[config.mk]
export PLATFORM = sky130hd
export DESIGN_NAME = stable_insertion_sort_pairs_by_sum_unit
export DESIGN_NICKNAME = d
export VERILOG_FILES = /design/src/rtl/core/sisp_pkg.sv /design/src/rtl/core/stable_insertion_sort_pairs_by_sum_unit.sv /design/src/rtl/core/sisp_cell.sv
export SDC_FILE = /design/constraint.sdc
export NUM_CORES = 1
export LEC_CHECK = 0
export BUFFER_PORTS_ARGS = -buffer_cell sky130_fd_sc_hd__buf_4
export CAP_MARGIN = 30
export CORE_MARGIN = 2
export CORE_UTILIZATION = 55
export CTS_CLUSTER_DIAMETER = 40
export DETAILED_ROUTE_END_ITERATION = 10
export PLACE_DENSITY = 0.72
export SYNTH_ARGS = -nofsm -noshare
export SYNTH_HDL_FRONTEND = slang
export SYNTH_SLANG_ARGS = --single-unit
export TNS_END_PERCENT = 5
[constraint.sdc]
create_clock -name clk -period 3.6 [get_ports clk]
set_input_delay 0.54 -clock clk [delete_from_list [all_inputs] [get_ports clk]]
set_output_delay 0.54 -clock clk [all_outputs]
set_load 0.05 [all_outputs]
[src/rtl/core/sisp_pkg.sv]
// Package with the item types, cell control struct and sum helper for the pair sorter.
package sisp_pkg;

    localparam int PIP_W = 3;
    localparam int SUM_W = PIP_W + 1;

    typedef logic [PIP_W-1:0] pip_t;
    typedef logic [SUM_W-1:0] sum_t;

    typedef struct packed {
        pip_t first;
        pip_t second;
    } entry_t;

    typedef struct packed {
        pip_t pip_first;
        pip_t pip_second;
        logic batch_end;
    } in_item_t;

    typedef struct packed {
        pip_t out_first;
        pip_t out_second;
        logic out_last;
        logic overflowed;
    } out_item_t;

    // Broadcast from the controller to every cell of the chain.
    typedef struct packed {
        logic   insert;
        logic   shift_out;
        entry_t new_entry;
    } cell_ctrl_t;

    typedef enum logic {
        ST_LOAD,
        ST_DRAIN
    } state_t;

    function automatic sum_t pair_sum(entry_t e);
        pair_sum = {1'b0, e.first} + {1'b0, e.second};
    endfunction

endpackage

[src/rtl/core/stable_insertion_sort_pairs_by_sum_unit.sv]
// Top level of the stable pair sorter: a chain of insertion cells and its controller.
//
// Usage: pairs arrive on the input channel (in_valid/in_ready, payload in_item)
// and are kept in ascending order of pip_first + pip_second; a pair goes after
// every stored pair with an equal or smaller sum. Each accepted item is placed
// in the chain in the cycle it is accepted, because every cell compares its own
// sum with the arriving pair at once and the larger ones step one cell right.
// While loading, one item is taken every cycle. An item with batch_end set is
// inserted too, then the sorted batch leaves on the output channel
// (out_valid/out_ready, payload out_item) from the head cell, one result per
// cycle while out_ready is high as the chain shifts left; the first result is
// offered in the cycle after the batch-end item is accepted, and in_ready is
// low while the batch drains. The last result carries out_last.
// When the chain is full, arriving items are dropped and every result of that
// batch carries overflowed. A stalled receiver simply holds the head result
// and the chain in place. Reset empties the chain and returns to loading.
module stable_insertion_sort_pairs_by_sum_unit #(
    parameter int CAPACITY = 32
) (
    input  logic                clk,
    input  logic                rst_n,
    input  logic                in_valid,
    output logic                in_ready,
    input  sisp_pkg::in_item_t  in_item,
    output logic                out_valid,
    input  logic                out_ready,
    output sisp_pkg::out_item_t out_item
);
    import sisp_pkg::*;

    state_t     state_reg;
    state_t     state_next;
    logic       overflow_reg;
    logic       overflow_next;
    cell_ctrl_t ctrl;

    logic                cell_valid [CAPACITY];
    entry_t              cell_entry [CAPACITY];
    logic                cell_ins   [CAPACITY];

    logic in_accept;
    logic out_accept;
    logic full;

    assign in_ready   = (state_reg == ST_LOAD);
    assign out_valid  = (state_reg == ST_DRAIN);
    assign in_accept  = in_valid && in_ready;
    assign out_accept = out_valid && out_ready;

    // The chain is packed from the head, so the tail cell tells whether it is full.
    assign full = cell_valid[CAPACITY-1];

    assign ctrl.insert              = in_accept && !full;
    assign ctrl.shift_out           = out_accept;
    assign ctrl.new_entry.first     = in_item.pip_first;
    assign ctrl.new_entry.second    = in_item.pip_second;

    genvar gi;
    generate
        for (gi = 0; gi < CAPACITY; gi++)
        begin : g_cell
            logic   left_valid;
            entry_t left_entry;
            logic   left_ins;
            logic   right_valid;
            entry_t right_entry;

            if (gi == 0)
            begin : g_head
                assign left_valid = 1'b0;
                assign left_entry = ctrl.new_entry;
                assign left_ins   = 1'b0;
            end
            else
            begin : g_body
                assign left_valid = cell_valid[gi-1];
                assign left_entry = cell_entry[gi-1];
                assign left_ins   = cell_ins[gi-1];
            end

            if (gi == CAPACITY - 1)
            begin : g_tail
                assign right_valid = 1'b0;
                assign right_entry = cell_entry[gi];
            end
            else
            begin : g_inner
                assign right_valid = cell_valid[gi+1];
                assign right_entry = cell_entry[gi+1];
            end

            sisp_cell u_cell (
                .clk         (clk),
                .rst_n       (rst_n),
                .ctrl        (ctrl),
                .left_valid  (left_valid),
                .left_entry  (left_entry),
                .left_ins    (left_ins),
                .right_valid (right_valid),
                .right_entry (right_entry),
                .valid       (cell_valid[gi]),
                .entry       (cell_entry[gi]),
                .ins         (cell_ins[gi])
            );
        end
    endgenerate

    // Load items until the batch end, then drain until the last pair leaves the head.
    always_comb
    begin
        state_next    = state_reg;
        overflow_next = overflow_reg;
        unique case (state_reg)
            ST_LOAD:
            begin
                if (in_accept && full)
                begin
                    overflow_next = 1'b1;
                end
                if (in_accept && in_item.batch_end)
                begin
                    state_next = ST_DRAIN;
                end
            end
            ST_DRAIN:
            begin
                if (out_accept && !cell_valid[1])
                begin
                    state_next    = ST_LOAD;
                    overflow_next = 1'b0;
                end
            end
            default:
            begin
                state_next = ST_LOAD;
            end
        endcase
    end

    always_ff @(posedge clk or negedge rst_n)
    begin
        if (!rst_n)
        begin
            state_reg    <= ST_LOAD;
            overflow_reg <= 1'b0;
        end
        else
        begin
            state_reg    <= state_next;
            overflow_reg <= overflow_next;
        end
    end

    assign out_item.out_first  = cell_entry[0].first;
    assign out_item.out_second = cell_entry[0].second;
    assign out_item.out_last   = !cell_valid[1];
    assign out_item.overflowed = overflow_reg;

endmodule

[src/rtl/core/sisp_cell.sv]
// One slot of the insertion chain: holds a pair and moves it to a neighbor.
module sisp_cell (
    input  logic               clk,
    input  logic               rst_n,
    input  sisp_pkg::cell_ctrl_t ctrl,
    input  logic               left_valid,
    input  sisp_pkg::entry_t   left_entry,
    input  logic               left_ins,
    input  logic               right_valid,
    input  sisp_pkg::entry_t   right_entry,
    output logic               valid,
    output sisp_pkg::entry_t   entry,
    output logic               ins
);
    import sisp_pkg::*;

    logic   valid_reg;
    logic   valid_next;
    entry_t entry_reg;
    entry_t entry_next;

    // This slot lies at or beyond the insertion point when it is empty or
    // holds a strictly larger sum, which keeps equal sums in arrival order.
    assign ins = !valid_reg || (pair_sum(entry_reg) > pair_sum(ctrl.new_entry));

    // Insert and shift-out never occur together; when neither occurs, the
    // slot simply holds.
    always_comb
    begin
        valid_next = valid_reg;
        entry_next = entry_reg;
        if (ctrl.insert && ins)
        begin
            if (left_ins)
            begin
                valid_next = left_valid;
                entry_next = left_entry;
            end
            else
            begin
                valid_next = 1'b1;
                entry_next = ctrl.new_entry;
            end
        end
        else if (ctrl.shift_out)
        begin
            valid_next = right_valid;
            entry_next = right_entry;
        end
    end

    always_ff @(posedge clk or negedge rst_n)
    begin
        if (!rst_n)
        begin
            valid_reg <= 1'b0;
        end
        else
        begin
            valid_reg <= valid_next;
        end
    end

    always_ff @(posedge clk)
    begin
        entry_reg <= entry_next;
    end

    assign valid = valid_reg;
    assign entry = entry_reg;

endmodule

==> impl_metrics.py <==
metrics = {
    "sta": {
        "max_freq_ghz": 0.295,
        "skew_ns": 0.0191,
        "hold_viol": 0,
        "setup_slack_ns": 0.213,
        "worst_pin_slew_ns": 0.957,
        "drv_slew": 0,
        "period_needed_ns": 3.39,
        "period_share": 0.941,
        "setup_violations": 0,
        "maxSlewHeadroom": 0.356,
        "rsz0062_at_grt": "false",
    },
    "synthesis": {
        "async_flop_share": 0.150,
        "synth_area_leaders": "edfxtp_1, mux2_2, ha_1",
        "synth_area_per_cell_um2": 12.8,
        "syn_area_mm2": 0.0171,
        "synth_cells": 1337,
        "ys_ff_latch": 226,
        "synthFlopType": "edfxtp_1",
        "synth_nets": 1539,
        "synth-edff-count": 192,
        "synth_top_area_cell": "edfxtp_1",
        "yosysTopAreaCellShare": 0.337,
        "yosysMostFrequentCell": "mux2_2",
        "yosysWarnings": 0,
        "yosys.cell_types.count": 39,
        "seq_area_frac_synth": 0.387,
        "synthTopCellsByCount": "mux2_2, edfxtp_1, ha_1",
    },
    "global_routing": {
        "grt_pass1_wl_um": 67200,
        "grt-busiest-layer": "met2",
        "met3_usage": 0.0374,
        "grt_pass1_vias": 11967,
        "grt_util_met2": 0.441,
        "antenna_found_initial": 0,
        "use_met1": 0.343,
        "grt_max_degree": 51,
        "track_usage": 0.259,
        "grt_remaining_overflow": 0,
    },
    "routing": {
        "final_antenna_net_count": 0,
        "vias_per_cell": 6.26,
        "num_vias": 11326,
        "first_pass_iters": 5,
        "drc": 0,
        "routed_wl_um": 42000,
        "drtIter0Drc": 811,
        "routedWlPerCell_um": 23.2,
    },
    "final_layout": {
        "regArea_mm2": 0.00662,
        "multi_input_comb_area_mm2": 0.0102,
        "fillers": 2333,
        "diodes": 0,
        "area_growth_pct": 12.3,
        "final_nets": 1583,
        "largest_reg_flops": 192,
        "drive_gt1_frac": 0.376,
    },
    "die": {
        "rows": 64,
        "io_pins": 21,
        "initial_utilization": 0.559,
        "design.die.area_mm2": 0.0325,
        "coreArea_mm2": 0.0306,
        "die-height_um": 180,
        "die_w_um": 180,
    },
    "setup_path": {
        "r2r_cells": 9,
        "cp_data_required_time_ns": 3.86,
        "arrival_ns": 3.65,
        "r2r-start": "g_cell[10].u_cell.entry[0]$_DFFE_PP_",
        "end_kind": "flip-flop",
        "path_max_fanout": 9,
        "regToRegSetupSlack_ns": 0.21,
        "critPathLaunch": "g_cell[10].u_cell.entry[0]$_DFFE_PP_",
        "crit_end": "g_cell[11].u_cell.entry[2]$_DFFE_PP_",
        "startpoint_type": "flip-flop",
        "r2r_end": "g_cell[11].u_cell.entry[2]$_DFFE_PP_",
        "crit_type": "flip-flop to flip-flop",
    },
    "clocking": {
        "cts_buffers": 42,
        "cts_tree": "yes",
        "cts_hold_buf": 0,
        "clock-sinks": 226,
        "htree_num_levels": 2,
        "post_cts_buffers": 0,
        "root_buffer": "clkbuf_16",
        "clk_pin_slew_worst_paths_ns": 0.05,
        "insertion_delay_ns": 0.53,
        "clock_path_buffers": 3,
    },
    "placed_design": {
        "dpl.hpwl_um": 28700,
        "place_ws_ns": -0.0835,
        "portBuffers": 20,
        "place.gp.congestion": 0.817,
    },
    "job": {
        "max_cap_violations": 0,
    },
    "run_status": {
        "outcome": "complete, no violations",
    },
    "worst_hold_path": {
        "hold_path.class": "input port to asynchronous set/reset pin",
    },
}
-- routing by layer --
layer  routed length (um)  share of wire  vias to the layer above
li1                     -              -                     5266
met1                18400           0.44                     5693
met2                20700           0.49                      274
met3                 1870          0.045                       93
met4                 1080          0.026                        0
met5                    0              0                        -
-- metrics by stage --
step                      hold WS [ns]  area [um^2]  setup TNS, ns  instances   util
after floorplan                  0.244        17100              0       1337      -
after global placement           0.518        17800              0       1733  0.583
after detailed placement         0.514        17800          -1.03       1733  0.583
after CTS                       0.0115        19200              0       1810  0.627
after global routing            0.0172        19200              0       1810  0.627
final                          0.00470        19200              0       1810  0.627
-- placed cells by master (no fill, tap or decap), types with 4 or more instances in the layout --
| cell | instances |
|---|---|
| ha_1 | 160 |
| a22oi_2 | 22 |
| nor2_2 | 27 |
| edfxtp_1 | 192 |
| xnor2_1 | 31 |
| nand2_1 | 51 |
| a21oi_4 | 26 |
| a22oi_1 | 8 |
| a21oi_2 | 4 |
| mux2_2 | 329 |
| clkinv_2 | 5 |
| clkinvlp_4 | 9 |
| a21o_1 | 32 |
| buf_4 | 44 |
| o21ai_0 | 104 |
| fa_1 | 31 |
| clkbuf_1 | 8 |
| a21oi_1 | 34 |
| nor2b_1 | 32 |
| o211a_1 | 25 |
| dfrtp_1 | 34 |
| buf_12 | 4 |
| inv_1 | 34 |
| mux2i_1 | 8 |
| a221o_1 | 26 |
| mux2_1 | 34 |
| o21ai_1 | 26 |
| clkbuf_16 | 43 |
-- final cells by class --
class                   instances  share of cell area
clock buffers                  53              0.0591
inverters                      35             0.00685
well taps                     396              0.0258
repair buffers                 48              0.0214
clock inverters                24              0.0125
flip-flops and latches        226               0.345
multi-input cells            1028               0.530
-- logic make-up after synthesis --
logic type	Yosys count	share of synthesized area
DFF	226	0.387
AOI/OAI and AO/OA	311	0.141
and+or+nand+nor	120	0.0365
muxes	371	0.244
buffers and inverters	83	0.0198
xor gates and xnor gates	34	0.0179
adders and majority gates	192	0.154
-- worst min path at each step --
stage | start | end | slack [ns] | cells after the start
global placement | g_cell[31].u_cell.entry[3]$_DFFE_PP_ | g_cell[30].u_cell.entry[3]$_DFFE_PP_ | 0.52 | 2
global route | rst_n | g_cell[16].u_cell.valid$_DFFE_PN0P_ | 0.02 | 1
finish | rst_n | g_cell[6].u_cell.valid$_DFFE_PN0P_ | 0.005 | 1
detailed placement | g_cell[31].u_cell.entry[3]$_DFFE_PP_ | g_cell[30].u_cell.entry[3]$_DFFE_PP_ | 0.51 | 2
floorplan | rst_n | g_cell[0].u_cell.valid$_DFFE_PN0P_ | 0.24 | 0
CTS | rst_n | g_cell[17].u_cell.valid$_DFFE_PN0P_ | 0.01 | 1
-- repair_timing --
item | CTS | global route
hold endpoints to repair | 0 | 0
resized for setup | 0 | 1
setup endpoints to repair | 0 | 6
-- critical path: stages, from the launching register on --
cell and delay [ns]:
edfxtp_1 0.46, ha_1 0.28, fa_1 0.49, ha_1 0.33, nor2b_1 0.14, o21ai_0 0.26, o21ai_0 0.21, a21oi_4 0.32
mux2_2 0.37, mux2_2 0.27
Power is left out: the tool's default activity adds up to more than one toggle a clock period on the data nets, which glitch-free logic cannot reach.
